$ cat src/hdl/kne_pkg.sv
package kne_pkg;

	// Default width of the stored entry value and fixed width of the reported number.
	localparam int unsigned VALUE_WIDTH_DEF = 30;
	localparam int unsigned NUM_W           = 30;

	localparam int unsigned COL_W    = 4;
	localparam int unsigned ROW_W    = 4;
	localparam int unsigned CODE_W   = 7;
	localparam int unsigned DIGITS_W = 4;

	localparam logic [DIGITS_W-1:0] MAX_DIGITS_RST = 4'd9;

	// Key codes with a meaning of their own.
	localparam logic [CODE_W-1:0] KEY_BLANK   = 7'h20;
	localparam logic [CODE_W-1:0] KEY_DIGIT_0 = 7'h30;
	localparam logic [CODE_W-1:0] KEY_DIGIT_9 = 7'h39;

	typedef enum logic [1:0] {
		PH_IDLE    = 2'd0,
		PH_SCAN    = 2'd1,
		PH_RELEASE = 2'd2
	} phase_t;

	// Lowest column pulled low; column 3 when none of columns 0 to 2 is low.
	function automatic logic [1:0] lowest_low_col(input logic [COL_W-1:0] cols);
		logic [1:0] c;
		if (!cols[0]) begin
			c = 2'd0;
		end else if (!cols[1]) begin
			c = 2'd1;
		end else if (!cols[2]) begin
			c = 2'd2;
		end else begin
			c = 2'd3;
		end
		return c;
	endfunction

	// Fixed 4x4 key layout, ASCII codes.
	function automatic logic [CODE_W-1:0] key_lookup(input logic [1:0] row, input logic [1:0] col);
		logic [CODE_W-1:0] k;
		unique case ({row, col})
			4'h0: k = 7'h31; // 1
			4'h1: k = 7'h32; // 2
			4'h2: k = 7'h33; // 3
			4'h3: k = KEY_BLANK;
			4'h4: k = 7'h34; // 4
			4'h5: k = 7'h35; // 5
			4'h6: k = 7'h36; // 6
			4'h7: k = 7'h2D; // -
			4'h8: k = 7'h37; // 7
			4'h9: k = 7'h38; // 8
			4'hA: k = 7'h39; // 9
			4'hB: k = 7'h2F; // /
			4'hC: k = 7'h26; // &
			4'hD: k = 7'h30; // 0
			4'hE: k = 7'h5E; // ^
			4'hF: k = 7'h2A; // *
			default: k = 7'h00;
		endcase
		return k;
	endfunction

endpackage

$ cat src/hdl/keypad_number_entry.sv
// Keypad number entry: scans a 4x4 active-low key matrix and builds a decimal number.
// Input stream: one request per scan tick, tdata carrying the sampled column pins.
// Output stream: one result per request, giving the row pattern under which those
// columns were sampled, any decoded key and the entry state after the tick.
// Configuration: a write channel carrying max_digits, taken in any cycle and meant
// to be written only while the block is idle.
// A request's result is loaded into the output register at the edge that accepts it.
// Throughput is one request per cycle unless the receiver stalls; deleting the last
// digit divides the entry by ten with a reciprocal multiplication in the same cycle.
// The result sits in an output register; while the receiver stalls it is held and
// s_axis_tready stays low, and the block still takes a new request in the cycle that
// the held result is taken.
// Reset returns the scanner to waiting for a press, clears the entry and the digit
// count, sets max_digits to 9 and empties the output register.
// Keys: digits append to the entry while under max_digits, the blank key deletes the
// last digit; all other keys report the number with number_valid and clear the entry.
module keypad_number_entry #(
	parameter int unsigned VALUE_WIDTH = kne_pkg::VALUE_WIDTH_DEF
) (
	input  logic        clk,
	input  logic        arst_n,
	// Slave side, tdata: column_lines[3:0], zeros [7:4].
	input  logic        s_axis_tvalid,
	output logic        s_axis_tready,
	input  logic [7:0]  s_axis_tdata,
	// Master side, tdata: row_drive[3:0], key_code[10:4], number_value[40:11],
	// digit_count[44:41], zeros [47:45].
	output logic        m_axis_tvalid,
	input  logic        m_axis_tready,
	output logic [47:0] m_axis_tdata,
	// Master side, tuser: key_valid[0], number_valid[1].
	output logic [1:0]  m_axis_tuser,
	// Configuration write: max_digits.
	input  logic        cfg_valid,
	output logic        cfg_ready,
	input  logic [kne_pkg::DIGITS_W-1:0] cfg_data
);
	import kne_pkg::*;

	// Reciprocal of ten scaled by 2^(VALUE_WIDTH+3) and rounded up; exact for every
	// entry value that fits in VALUE_WIDTH bits.
	localparam logic [VALUE_WIDTH+3:0] DIV10_ONE = {1'b1, {(VALUE_WIDTH + 3){1'b0}}};
	localparam logic [VALUE_WIDTH-1:0] DIV10_MUL =
		VALUE_WIDTH'(DIV10_ONE / (VALUE_WIDTH + 4)'(10) + (VALUE_WIDTH + 4)'(1));

	// Scanner and entry state.
	phase_t                  phase_q, phase_d;
	logic [1:0]              row_q, row_d;
	logic [VALUE_WIDTH-1:0]  entry_q, entry_d;
	logic [DIGITS_W-1:0]     digits_q, digits_d;
	logic [DIGITS_W-1:0]     max_digits_q;

	// Output register.
	logic                    m_valid_q;
	logic [ROW_W-1:0]        row_drive_q;
	logic                    key_valid_q;
	logic [CODE_W-1:0]       key_code_q;
	logic                    number_valid_q;
	logic [NUM_W-1:0]        number_value_q;
	logic [DIGITS_W-1:0]     digit_count_q;

	// Combinational results of the current request.
	logic [COL_W-1:0]        cols;
	logic                    pressed;
	logic [ROW_W-1:0]        row_drive;
	logic                    key_valid;
	logic [CODE_W-1:0]       key_code;
	logic                    number_valid;
	logic [VALUE_WIDTH-1:0]  number_value;
	logic [VALUE_WIDTH-1:0]  append_val;
	logic [2*VALUE_WIDTH-1:0] div_prod;
	logic [VALUE_WIDTH-1:0]  entry_div10;
	logic [3:0]              digit_val;
	logic                    s_fire;

	assign cfg_ready     = 1'b1;
	assign s_axis_tready = !m_valid_q || m_axis_tready;
	assign s_fire        = s_axis_tvalid && s_axis_tready;

	assign cols      = s_axis_tdata[COL_W-1:0];
	assign pressed   = (cols != {COL_W{1'b1}});
	assign digit_val = key_code[3:0];
	// entry * 10 + digit, kept modulo 2^VALUE_WIDTH
	assign append_val = (entry_q << 3) + (entry_q << 1) + VALUE_WIDTH'(digit_val);
	// entry / 10 for the deletion of the last digit
	assign div_prod    = (2 * VALUE_WIDTH)'(entry_q) * (2 * VALUE_WIDTH)'(DIV10_MUL);
	assign entry_div10 = VALUE_WIDTH'(div_prod >> (VALUE_WIDTH + 3));

	// Scanner: next phase and the key decoded in this tick.
	always_comb begin
		phase_d   = phase_q;
		row_d     = row_q;
		row_drive = '0;
		key_valid = 1'b0;
		key_code  = '0;
		unique case (phase_q)
			PH_SCAN: begin
				row_drive = ~(ROW_W'(1) << row_q);
				if (pressed) begin
					key_code  = key_lookup(row_q, lowest_low_col(cols));
					key_valid = 1'b1;
					phase_d   = PH_RELEASE;
				end else if (row_q == 2'd3) begin
					// No row showed the key: give up and wait for a fresh press.
					phase_d = PH_IDLE;
					row_d   = 2'd0;
				end else begin
					row_d = row_q + 2'd1;
				end
			end
			PH_RELEASE: begin
				if (!pressed) begin
					phase_d = PH_IDLE;
				end
			end
			PH_IDLE: begin
				if (pressed) begin
					phase_d = PH_SCAN;
					row_d   = 2'd0;
				end
			end
			default: begin
				phase_d = PH_IDLE;
			end
		endcase
	end

	// Entry update for the decoded key.
	always_comb begin
		entry_d      = entry_q;
		digits_d     = digits_q;
		number_valid = 1'b0;
		if (key_valid) begin
			if (key_code == KEY_BLANK) begin
				if (digits_q != '0) begin
					digits_d = digits_q - DIGITS_W'(1);
					entry_d  = entry_div10;
				end
			end else if (key_code >= KEY_DIGIT_0 && key_code <= KEY_DIGIT_9) begin
				if (digits_q < max_digits_q) begin
					entry_d  = append_val;
					digits_d = digits_q + DIGITS_W'(1);
				end
			end else begin
				number_valid = 1'b1;
				entry_d      = '0;
				digits_d     = '0;
			end
		end
		number_value = number_valid ? entry_q : entry_d;
	end

	always_ff @(posedge clk or negedge arst_n) begin
		if (!arst_n) begin
			phase_q  <= PH_IDLE;
			row_q    <= 2'd0;
			entry_q  <= '0;
			digits_q <= '0;
		end else if (s_fire) begin
			phase_q  <= phase_d;
			row_q    <= row_d;
			entry_q  <= entry_d;
			digits_q <= digits_d;
		end
	end

	always_ff @(posedge clk or negedge arst_n) begin
		if (!arst_n) begin
			max_digits_q <= MAX_DIGITS_RST;
		end else if (cfg_valid && cfg_ready) begin
			max_digits_q <= cfg_data;
		end
	end

	// Output register: loads on every accepted request, empties when taken.
	always_ff @(posedge clk or negedge arst_n) begin
		if (!arst_n) begin
			m_valid_q <= 1'b0;
		end else if (s_fire) begin
			m_valid_q <= 1'b1;
		end else if (m_axis_tready) begin
			m_valid_q <= 1'b0;
		end
	end

	always_ff @(posedge clk) begin
		if (s_fire) begin
			row_drive_q    <= row_drive;
			key_valid_q    <= key_valid;
			key_code_q     <= key_code;
			number_valid_q <= number_valid;
			number_value_q <= NUM_W'(number_value);
			digit_count_q  <= digits_d;
		end
	end

	assign m_axis_tvalid = m_valid_q;
	assign m_axis_tdata  = {3'b000, digit_count_q, number_value_q, key_code_q, row_drive_q};
	assign m_axis_tuser  = {number_valid_q, key_valid_q};

endmodule

$ cat config.mk
export PLATFORM = sky130hd
export DESIGN_NAME = keypad_number_entry
export DESIGN_NICKNAME = d
export VERILOG_FILES = /design/src/hdl/kne_pkg.sv /design/src/hdl/keypad_number_entry.sv
export SDC_FILE = /design/constraint.sdc
export NUM_CORES = 1
export LEC_CHECK = 0
export BUFFER_PORTS_ARGS = -buffer_cell sky130_fd_sc_hd__buf_4
export CORE_AREA = 2 2 180 182
export CTS_CLUSTER_DIAMETER = 50
export CTS_CLUSTER_SIZE = 16
export DETAILED_ROUTE_END_ITERATION = 10
export DIE_AREA = 0 0 182 184
export PLACE_DENSITY_LB_ADDON = 0.15
export SYNTH_ARGS = -nofsm -noshare
export SYNTH_HDL_FRONTEND = slang
export SYNTH_SLANG_ARGS = --single-unit
$ cat constraint.sdc
create_clock -name clk -period 12 [get_ports clk]
set_clock_uncertainty 0.1 [all_clocks]
set_input_delay 0.6 -clock clk [delete_from_list [all_inputs] [get_ports clk]]
set_output_delay 0.6 -clock clk [all_outputs]
set_load 0.03 [all_outputs]
* Yosys cells after proc, flatten, opt, wreduce, memory -nomap -nowiden
Memory sizes are Yosys's and may differ from the RTL's.
Cells that the tools add are included.
** Storage, ports and cells
- Memories kept :: 1
- Register bits :: 90
- Input port bits :: 17
- Bits in read-only memories :: 112
- Output and inout port bits :: 53
** Memories
- (no name shown) :: depth 16, bits a word 7, rd ports 1, clocked after Yosys merged registers in 0, wr ports 0, RTL line kne_pkg.sv:43 : unique case ({row, col})
** Operators by class
- $mul :: 1
- Reduce and logical (&&, ||, !) cells :: 10
- Add/sub/neg operators :: 5
- Magnitude comparators :: 3
- Shifts and indexed selects :: 1
- Multiplexer cells :: 34
- Bitwise gates (word level) :: 1
- Equality and inequality tests :: 9
** Operators by type and width (count)
- 2-to-1 mux 30 bit :: 6
- multiplier 30 x 28 -> 58 bit, second input constant :: 1
- adder 30 bit :: 1
- adder 30 x 4 -> 30 bit :: 1
- 2-to-1 mux 2 bit :: 11
- 2-to-1 mux 4 bit :: 5
- 2-to-1 mux 7 bit :: 2
- 2-to-1 mux 1 bit :: 8
- AND reduction 4 bit :: 2
- == test 7 x 6 -> 1 bit, second input constant :: 1
- >= comparator 7 x 6 -> 1 bit, second input constant :: 1
- less-or-equal comparator 7 x 6 -> 1 bit, second input constant :: 1
- != test 2 bit, second input constant :: 3
- one-hot mux 2 bit (3 select lines) :: 1
- adder 4 x 1 -> 4 bit, second input constant :: 1
- == test 2 bit, second input constant :: 2
- less-than comparator 4 bit :: 1
- != test 4 bit, second input constant :: 1
- NOT 4 bit :: 1
- one-hot mux 2 bit (2 select lines) :: 1
- nonzero test 2 bit :: 2
- nonzero test 4 bit :: 1
- left shift 1 x 2 -> 4 bit, first input constant :: 1
- subtractor 4 x 1 -> 4 bit, second input constant :: 1
- other kinds (7) :: 8

* Depth between registers and ports, before layout
Gate-level depths: netlist of the first run.
An unclocked memory read counts as a cell.
- Word-level depth :: 14
- Depth in mapped cells :: 26
- Depth with buffers taken out :: 26

* Worst setup path after synthesis of the first run
OpenSTA, ideal clock, no wires.
- Path kind :: flip-flop to flip-flop
- Start point :: register entry_q[19]
- End point :: register number_value_q[9], data pin
- Arrival time :: 6284 ps
- Setup time :: 269 ps
- Setup slack :: 5347 ps
- Required time :: 11631 ps
- Clock period less this slack :: 6653 ps
- Stages on the path, launching flop included :: 25
- Cells stage by stage :: dfrtp_1 -> ha_1 -> inv_1 -> fa_1 -> inv_1 -> fa_1 -> inv_1 -> fa_1 -> inv_1 -> fa_1 -> fa_1 -> inv_1 -> fa_1 -> inv_1 -> ha_1 -> nand4_1 -> nor4_1 -> nand2_1 -> o2bb2ai_1 -> o21ai_1 -> o21ba_2 -> o21a_1 -> xnor2_1 -> a222oi_1 -> nand2_1
** Between the ends
- Longest elaborated chain between the ends :: 5
** RTL lines
- start, declared :: RTL line keypad_number_entry.sv:49 : logic [VALUE_WIDTH-1:0] entry_q, entry_d;
- start signal, assigned :: RTL line keypad_number_entry.sv:162 : entry_q <= entry_d;
- multiplier 30 x 28 -> 58 bit :: RTL line keypad_number_entry.sv:86 : assign div_prod = (2 * VALUE_WIDTH)'(entry_q) * (2 * VALUE_WIDTH)'(DIV10_MUL);
- 2-to-1 mux 30 bit :: RTL line keypad_number_entry.sv:135 : if (digits_q != '0) begin
- 2-to-1 mux 30 bit :: RTL line keypad_number_entry.sv:134 : if (key_code == KEY_BLANK) begin
- 2-to-1 mux 30 bit :: RTL line keypad_number_entry.sv:133 : if (key_valid) begin
- 2-to-1 mux 30 bit :: RTL line keypad_number_entry.sv:150 : number_value = number_valid ? entry_q : entry_d;
- named net number_value[9] :: RTL line keypad_number_entry.sv:69 : logic [VALUE_WIDTH-1:0] number_value;
- end signal, assigned :: RTL line keypad_number_entry.sv:192 : number_value_q <= NUM_W'(number_value);
- end, declared :: RTL line keypad_number_entry.sv:59 : logic [NUM_W-1:0] number_value_q;
The timed path passes the listed nets, and every way through them passes these cells.
A chain may end at the register's enable or synchronous reset.

* Final worst setup path of the first run
Same ends and word-level chain as after synthesis.

==> impl_metrics.json, run 1 <==
{
  "drt-wirelength-per-cell_um": 20.5,
  "fp.dieW_um": 182,
  "synthArstFlopShare_pct": 47.8,
  "mostFrequentLayoutCells": "591 x inv_1, 360 x ha_1, 320 x fa_1, 93 x nand2_1, 77 x a21oi_1",
  "clock.fmax_mhz": 118,
  "synth-seq-cells": 90,
  "period_share_pct": 70.9,
  "synth.distinct_cells": 85,
  "grt_pass1_vias": 15400,
  "grt_pass1_wl_mm": 83.3,
  "clock_tree.root_cell": "clkbuf_16",
  "pin_count": 70,
  "synth-main-ff-cell": "edfxtp_1",
  "maxSlewViolCount": 0,
  "crit_path_max_fanout": 10,
  "yosys.area_share.simple_pct": 6.80,
  "status": "finished clean",
  "grt_use_total_pct": 32.9,
  "hold_violations": 0,
  "min_period_ns": 8.50,
  "dpl_cell_area_um2": 21200,
  "die_h_um": 184,
  "n_antenna_cell": 0,
  "ys_seq_area_share_pct": 12.3,
  "dp.cells": 2563,
  "vias": 15000,
  "cpMaxStageDelayCell": "nor4_1",
  "layout.nets": 2869,
  "ctsResizeCount": 0,
  "cp_cell_sequence": "ha_1 > inv_1 > fa_1 > inv_1 > fa_1 > inv_1 > fa_1 > inv_1 > fa_1 > fa_1 > inv_1 > fa_1 > inv_1 > ha_1 > nand4_1 > nor4_1 > nand2_1 > o2bb2ai_1 > o21ai_1 > o21ba_2 > o21a_1 > xnor2_1 > a222oi_1 > nand2_1",
  "worstPathArrival_ns": 8.50,
  "cp-end-kind": "flop",
  "post_synth.cell_area_avg_um2": 9.56,
  "cap_violations": 0,
  "firstDrtPassIters": 5,
  "clk_pin_slew_ns": 0.07,
  "synth_xor_area_share_pct": 3.33,
  "clockBufferDepth": 2,
  "cts_setup_buffers": 0,
  "cts_tree": "yes",
  "setup_viol": 0,
  "critPathMaxStageDelay_ns": 0.71,
  "cts_htree_levels": 3,
  "critPathRequiredTime_ns": 12.00,
  "vias_per_cell": 5.82,
  "dp.final_hpwl_mm": 45.2,
  "insertion_delay_ns": 0.36,
  "synthMuxAreaShare_pct": 0.420,
  "synth-compound-area-share_pct": 11.5,
  "first_iter_violations": 1035,
  "antenna_found_initial": 0,
  "pre_cts_ws_ns": 3.53,
  "synth_cells": 2121,
  "portBuffers": 61,
  "ys_warn_count": 0,
  "final_cells": 2579,
  "area_delta_synth_final_pct": 5.79,
  "start_util_pct": 64.6,
  "worstHoldPathType": "in -> async",
  "clkSinkCount": 90,
  "synthAdderAreaFrac_pct": 53.8,
  "drc": 0,
  "fin_tns_setup_ns": 0,
  "cts_hold_buf": 0,
  "cts_inserted_buffers": 9,
  "gr-total-overflow": 0,
  "layout_commonest_cell": "inv_1",
  "stdcell_area_um2": 21400,
  "fill_cells": 2583,
  "path_class": "reg -> reg",
  "grt_max_degree": 67,
  "tightest_slew_ns": 1.06,
  "synthesis.area_um2": 20300,
  "synth_top_family_by_area": "adder cells",
  "core-area_um2": 31400,
  "die-area_um2": 33500,
  "rsz0062_at_grt": "no",
  "drt-total-wl_mm": 52.8,
  "place_congestion": 0.958,
  "start_kind": "flop",
  "synth_edf_count": 47,
  "slew_headroom_pct": 28.9,
  "ant_nets": 0,
  "setup_slack_ns": 3.50,
  "drive_gt1_share_pct": 5.60,
  "row_count": 65
}
## area by class of cell
type                    count  area [um2]  share of cell area (%)
clock inverters             6        51.3                   0.239
clock buffers              10         229                    1.07
flip-flops and latches     90        2490                    11.6
well taps                 402         503                    2.35
multi-input cells        1403       15400                    71.7
inverters                 594        2230                    10.4
repair buffers             74         556                    2.59
## cells in the mapped netlist, types with 5 or more instances
master	instances	area, um2
nor2b_1	6	37.5
o21bai_1	10	75.1
o21a_1	7	52.6
edfxtp_1	47	1410
inv_1	592	2220
nand2b_1	12	75.1
nand3_1	18	90.1
buf_4	6	45.0
nor2_1	74	278
nand2_1	93	349
ha_1	360	4500
o21ai_1	37	185
clkbuf_1	21	78.8
fa_1	320	6410
buf_2	6	30.0
o211ai_1	7	52.6
o22ai_1	7	43.8
a22oi_1	11	82.6
nand4_1	17	106
a221o_1	8	80.1
dfrtp_1	41	1030
xor2_1	43	377
o31ai_1	10	75.1
or2_2	7	43.8
or3_1	5	31.3
nor3_1	19	95.1
and2_1	12	75.1
a22o_1	14	123
a21oi_1	77	385
o21ai_0	34	170
a211oi_1	15	113
a31oi_1	8	50.1
and3_1	5	31.3
a21o_1	55	413
xnor2_1	34	298
## final timing paths
path,endpoint,start,slack [ns],cells past startpoint
worst max register to register,number_value_q[9],entry_q[19],3.50,24
worst min-delay path,entry_q[27],arst_n,0.15,1
worst min register to register,max_digits_q[3],max_digits_q[3],0.40,2
min in group clk,max_digits_q[3],cfg_valid,0.35,2
max in group asynchronous,phase_q[1],arst_n,11.19,1
worst max-delay path,number_value_q[9],entry_q[19],3.50,24
## stage by stage
| stage | utilization (%) | hold WS, ns |
|---|---|---|
| after global routing | 68.3 | 0.191 |
| after floorplan | - | 0.204 |
| final | 68.3 | 0.145 |
| after detailed placement | 67.4 | 0.402 |
| after CTS | 68.3 | 0.174 |
| after global placement | 67.4 | 0.405 |
## per-layer routing
layer | GRT usage, % | vias to the layer above | wire (um)
met5 | 0 | - | 0
met4 | 11.8 | 0 | 2120
met3 | 6.32 | 127 | 4020
met2 | 53.0 | 551 | 24000
met1 | 44.9 | 7436 | 22700
li1 | - | 6885 | -
## cell families after synthesis
kind of cell	Yosys count
adder cells (fa/ha/maj)	680
other	2
buffers and inverters	630
AO/OA/AOI/OAI	345
multiplexers	8
XOR/XNOR	77
flip-flops	90
AND/OR/NAND/NOR	289
## worst max-delay path: cells and delay by family (launching register included)
family	cells	cell delay [ns]
AND/OR/NAND/NOR	4	1.10
XOR/XNOR	1	0.15
AO/OA/AOI/OAI	5	1.77
buffers and inverters	6	0.43
adder cells (fa/ha/maj)	8	4.05
flip-flops	1	0.61
## flip-flops by register name, indices dropped and copies added, names as in the netlist
signal	count
number_valid_q	1
key_valid_q	1
key_code_q	7
phase_q	2
entry_q	30
max_digits_q	4
digit_count_q	4
row_q	2
m_axis_tvalid	1
row_drive_q	4
digits_q	4
number_value_q	30
Power of run 1 is left out: the tool's default activity adds up to more than one toggle a clock period on the data nets, which glitch-free logic cannot reach.
==> inputs of run 2 (changes only) <==
--- a/config.mk
+++ b/config.mk
@@ -6,11 +6,11 @@
 export NUM_CORES = 1
 export LEC_CHECK = 0
 export BUFFER_PORTS_ARGS = -buffer_cell sky130_fd_sc_hd__buf_4
-export CORE_AREA = 2 2 180 182
+export CORE_AREA = 2 2 189 191
 export CTS_CLUSTER_DIAMETER = 50
 export CTS_CLUSTER_SIZE = 16
 export DETAILED_ROUTE_END_ITERATION = 10
-export DIE_AREA = 0 0 182 184
+export DIE_AREA = 0 0 191 193
 export PLACE_DENSITY_LB_ADDON = 0.15
 export SYNTH_ARGS = -nofsm -noshare
 export SYNTH_HDL_FRONTEND = slang
==> constraint.sdc (replaced) <==
create_clock -name clk -period 7.45 [get_ports clk]
set_clock_uncertainty 0.1 [all_clocks]
set_input_delay 0.3725 -clock clk [delete_from_list [all_inputs] [get_ports clk]]
set_output_delay 0.3725 -clock clk [all_outputs]
set_load 0.03 [all_outputs]
==> run 2 against run 1 <==
Compared with the run above:
- first-iteration DRC count increased by 1.3%
- largest cell class unchanged
- highest routed layer unchanged
- critical path depth is the same
- final area rose by 4.0%
- non-clock buffer count is 92 higher
- hold slack got worse by 0.025 ns
- global-route usage is essentially flat
- utilization decreased by 4.5 points
- critical endpoint is now number_value_q[21]
- worst setup slack worse by 3.2 ns
- count of clock-buffer cells in the layout is the same
==> impl_metrics.json, run 2 (synthesis results as in run 1) <==
{
  "top_regs": "entry_q (30), number_value_q (30), key_code_q (7)",
  "final_util_pct": 63.8,
  "drt-total-wl_mm": 58.1,
  "start_kind": "flop",
  "cpLargestDelayFamily": "adder cells",
  "gr-total-overflow": 0,
  "path_class": "reg -> reg",
  "cpMaxStageDelayCell": "fa_1",
  "worstHoldPathType": "in -> reg",
  "cp-end-kind": "flop",
  "layout.nets": 2961,
  "status": "finished clean",
  "grt_pass1_wl_mm": 90.0,
  "first_iter_violations": 1048,
  "period_share_pct": 95.9,
  "timing.rr.start": "entry_q[11]",
  "ant_nets": 0,
  "start_util_pct": 58.0,
  "fill_cells": 3018,
  "hold_violations": 0,
  "ff_latch_area_um2": 2490,
  "cp.depth": 24,
  "slew_headroom_pct": 38.5,
  "drive_gt1_share_pct": 10.0,
  "worstPathArrival_ns": 7.12,
  "drc": 0,
  "crit_buf_inv": 6,
  "hold_depth": 2,
  "cap_violations": 0,
  "clock.fmax_mhz": 140,
  "critPathRequiredTime_ns": 7.43,
  "die-area_um2": 36900,
  "min_to": "m_axis_tvalid",
  "vias_per_cell": 5.65,
  "maxSlewViolCount": 0,
  "regToRegSetupSlack_ns": 0.31,
  "n_antenna_cell": 0,
  "cts_inserted_buffers": 9,
  "place_congestion": 0.989,
  "firstDrtPassIters": 7,
  "grt_pass1_vias": 15900,
  "die_h_um": 193,
  "layout_commonest_cell": "inv_1",
  "clock_tree.root_cell": "clkbuf_16",
  "clk_pin_slew_ns": 0.07,
  "drt-wirelength-per-cell_um": 21.3,
  "cts_tree": "yes",
  "portBuffers": 61,
  "cts_htree_levels": 3,
  "tightest_slew_ns": 0.922,
  "insertion_delay_ns": 0.35,
  "clkSinkCount": 90,
  "cp_cell_sequence": "ha_1 > inv_1 > fa_1 > inv_1 > fa_1 > fa_1 > fa_1 > fa_1 > inv_1 > fa_1 > inv_1 > ha_1 > nand4_1 > buf_4 > nor4_1 > o21ai_1 > o2111ai_1 > buf_4 > nand3_2 > a221oi_2 > a211o_1 > a21oi_2 > xnor2_1 > a221o_1",
  "clockBufferDepth": 2,
  "gr-usage-met3_pct": 6.55,
  "antenna_found_initial": 0,
  "dp.final_hpwl_mm": 51.0,
  "reg2reg_to": "number_value_q[21]",
  "grt.busiest_layer": "met2",
  "grt.met2_usage_pct": 53.4,
  "vias": 15400,
  "critPathMaxStageDelay_ns": 0.56,
  "grt_use_total_pct": 33.0,
  "cpMostUsedCell": "fa_1",
  "area_delta_synth_final_pct": 10.1,
  "fp.dieW_um": 191,
  "r2r_cells": 24,
  "use_met1_pct": 43.6,
  "crit_path_max_fanout": 5,
  "row_count": 69,
  "core-area_um2": 35000,
  "hp-start": "s_axis_tvalid",
  "min_period_ns": 7.14,
  "grt_max_degree": 67,
  "pin_count": 70,
  "mostFrequentLayoutCells": "591 x inv_1, 358 x ha_1, 319 x fa_1, 165 x buf_4, 93 x nand2_1",
  "multi_input_area_um2": 15400,
  "setup_viol": 0
}
==> run 2: cell types whose count changed in the layout (fill, tap and decap cells not counted), moves of 2 or more <==
cell | previous run | this run
dfrtp_2 | 0 | 4
clkinvlp_4 | 3 | 0
nor4_1 | 3 | 1
ha_2 | 0 | 2
nor4_2 | 0 | 2
bufinv_16 | 0 | 2
o21ai_1 | 38 | 36
buf_4 | 74 | 165
dfrtp_1 | 41 | 37
ha_1 | 360 | 358
==> run 2: cell type report <==
cell class / instances / share of cell area [%]
clock buffer: 10 / 1.03
timing repair buffer: 166 / 5.60
tap: 461 / 2.59
clock inverter: 6 / 0.404
inverter: 594 / 9.99
multi-input combinational: 1403 / 69.2
sequential: 90 / 11.2
==> run 2: routing by layer <==
metal  vias to the layer above  part of all wire, %
li1                       7070                    -
met1                      7679                   42
met2                       546                   46
met3                       121                  7.0
met4                         0                  4.3
met5                         -                    0
==> run 2: how the worst max path moves through the flow <==
stage | from | endpoint | slack, ns
detailed placement | entry_q[9] | number_value_q[24] | 0.14
global route | entry_q[11] | number_value_q[21] | -0.007
CTS | entry_q[9] | number_value_q[24] | 0.1
finish | entry_q[11] | number_value_q[21] | 0.31
floorplan | entry_q[19] | number_value_q[9] | 0.80
global placement | entry_q[7] | number_value_q[26] | 0.19
==> run 2: per-stage QoR <==
step	area, um2	instances	hold slack (ns)	TNS [ns]	setup slack, ns
floorplan	20300	2123	-0.0231	0	0.797
global placement	21900	2712	0.320	0	0.190
detailed placement	21900	2712	0.321	0	0.142
CTS	22200	2729	0.113	0	0.0974
global route	22300	2730	0.108	-0.00748	-0.00748
finish	22300	2730	0.121	0	0.307
==> run 2: what timing repair did <==
action	in CTS	in global routing
buffers inserted	0	1
endpoints found under the setup margin	0	27
gates resized for setup	0	16
endpoints found under the hold margin	41	0
hold buffers	1	0
Power of run 2 is left out for the same reason.
==> inputs of run 3 (changes only) <==
--- a/config.mk
+++ b/config.mk
@@ -6,11 +6,13 @@
 export NUM_CORES = 1
 export LEC_CHECK = 0
 export BUFFER_PORTS_ARGS = -buffer_cell sky130_fd_sc_hd__buf_4
-export CORE_AREA = 2 2 189 191
+export CELL_PAD_IN_SITES_DETAIL_PLACEMENT = 1
+export CELL_PAD_IN_SITES_GLOBAL_PLACEMENT = 2
+export CORE_AREA = 2 2 234 236
 export CTS_CLUSTER_DIAMETER = 50
 export CTS_CLUSTER_SIZE = 16
 export DETAILED_ROUTE_END_ITERATION = 10
-export DIE_AREA = 0 0 191 193
+export DIE_AREA = 0 0 236 238
 export PLACE_DENSITY_LB_ADDON = 0.15
 export SYNTH_ARGS = -nofsm -noshare
 export SYNTH_HDL_FRONTEND = slang
==> run 3 against run 2 <==
Compared with the run above:
- routed wire length is 19% higher
- register-to-register slack worse by 0.07 ns
- utilization is 21 points lower
- sequential share of layout area is 0.41 points lower
- die area is 52% higher
- final cell count is 11% higher
- non-clock buffer count is 71 higher
- fmax is 0.92% lower
- critical path depth stayed put
- count of clock-buffer cells in the layout stayed put
- final area is 3.7% higher
- global-route usage is 7.6 points lower
- critical path type unchanged
==> impl_metrics.json, run 3 (synthesis results as in run 1) <==
{
  "cpMostUsedCell": "fa_1",
  "critPathMaxStageDelay_ns": 0.64,
  "top_regs": "entry_q (30), number_value_q (30), key_code_q (7)",
  "multi_input_area_um2": 15400,
  "tightest_slew_ns": 1.00,
  "drt-wirelength-per-cell_um": 22.8,
  "firstDrtPassIters": 4,
  "slew_headroom_pct": 33.0,
  "cts_tree": "yes",
  "setup_slack_ns": 0.241,
  "cts_inserted_buffers": 9,
  "clkSinkCount": 90,
  "clock.fmax_mhz": 139,
  "fp.dieW_um": 236,
  "path_class": "reg -> reg",
  "setup_viol": 0,
  "die_h_um": 238,
  "cap_violations": 0,
  "cp-end-kind": "flop",
  "grt_pass1_vias": 17200,
  "wl_met1_mm": 31.5,
  "met2WireLength_mm": 33.4,
  "hold_violations": 0,
  "dpl_cell_area_um2": 22800,
  "crit_path_max_fanout": 3,
  "start_kind": "flop",
  "start_util_pct": 37.9,
  "cp_cell_sequence": "ha_1 > ha_1 > inv_1 > fa_1 > inv_1 > fa_1 > fa_1 > fa_1 > inv_1 > fa_1 > inv_1 > ha_1 > a21o_1 > a21oi_1 > o211ai_1 > o2bb2ai_1 > buf_4 > buf_4 > a211oi_4 > nor2_1 > nor3_2 > nor4b_1 > nor4_1 > o22ai_1",
  "worstPathArrival_ns": 7.21,
  "stdcell_area_um2": 23100,
  "ff_latch_area_um2": 2490,
  "portBuffers": 61,
  "place_congestion": 0.924,
  "period_share_pct": 96.8,
  "status": "finished clean",
  "grt_pass1_wl_mm": 106,
  "n_antenna_cell": 0,
  "mostFrequentLayoutCells": "591 x inv_1, 360 x ha_1, 320 x fa_1, 235 x buf_4, 93 x nand2_1",
  "ant_nets": 0,
  "layout.nets": 3032,
  "grt_max_degree": 67,
  "first_iter_violations": 747,
  "drive_gt1_share_pct": 12.6,
  "fill_cells": 6116,
  "met3WireLength_mm": 2.26,
  "insertion_delay_ns": 0.39,
  "vias_per_cell": 5.10,
  "clk_pin_slew_ns": 0.10,
  "die-area_um2": 56200,
  "dp.final_hpwl_mm": 61.5,
  "worstHoldPathType": "in -> reg",
  "rsz0062_at_grt": "yes",
  "pre_cts_ws_ns": -0.248,
  "core-area_um2": 53500,
  "pin_count": 70,
  "gr-total-overflow": 0,
  "fin_tns_setup_ns": 0,
  "clock_tree.root_cell": "clkbuf_16",
  "row_count": 85,
  "grt_use_total_pct": 25.4,
  "cpLargestDelayFamily": "adder cells",
  "vias": 15500,
  "cts_htree_levels": 3,
  "drt-total-wl_mm": 69.2,
  "critPathRequiredTime_ns": 7.45,
  "layout_commonest_cell": "inv_1",
  "antenna_found_initial": 2,
  "drc": 0,
  "maxSlewViolCount": 0,
  "area_delta_synth_final_pct": 14.2,
  "highest_layer": "met5",
  "crit_buf_inv": 6,
  "cpMaxStageDelayCell": "fa_1",
  "clockBufferDepth": 2,
  "min_period_ns": 7.21
}
-- run 3: cell types whose count changed in the layout (fill, tap and decap cells not counted), moves of 2 or more --
cell,before,now
buf_4,165,235
bufinv_16,2,0
dfrtp_1,37,39
dfrtp_2,4,2
ha_1,358,360
ha_2,2,0
inv_8,0,2
-- run 3: timing repair --
item / in CTS / in global routing
hold buffers: 1 / 0
hold endpoints to repair: 41 / 0
setup buffers: 0 / 1
endpoints found under the setup margin: 7 / 24
gates resized for setup: 5 / 8
pin swaps: 0 / 5
-- run 3: final cells by class --
cell class / instances / area share [%]
multi-input combinational: 1403 / 66.7
sequential: 90 / 10.8
inverter: 594 / 9.64
clock buffer: 10 / 1.08
timing repair buffer: 237 / 7.75
clock inverter: 6 / 0.276
tap: 696 / 3.76
-- run 3: routing by layer --
metal  vias up  GRT usage (%)
li1       7217              -
met3        67           2.65
met2       219           43.3
met1      7969           34.4
met4         2           6.91
met5         -              0
-- run 3: worst paths after layout --
check,startpoint,end,slack [ns],cells past startpoint
max,entry_q[16],number_value_q[24],0.24,24
min,cfg_valid,max_digits_q[3],0.1,2
max reg2reg,entry_q[16],number_value_q[24],0.24,24
min reg2reg,max_digits_q[3],max_digits_q[3],0.41,2
max in group asynchronous,arst_n,entry_q[11],6.16,2
min in group asynchronous,arst_n,entry_q[26],0.50,2
-- run 3: per-stage QoR --
| stage | util [%] | std cells | hold slack [ns] |
|---|---|---|---|
| floorplan | - | 2123 | -0.0231 |
| global placement | 42.5 | 3018 | 0.379 |
| detailed placement | 42.5 | 3018 | 0.358 |
| CTS | 43.2 | 3035 | 0.0823 |
| global route | 43.3 | 3036 | 0.0928 |
| finish | 43.3 | 3036 | 0.0978 |
Power of run 3 is left out for the same reason.
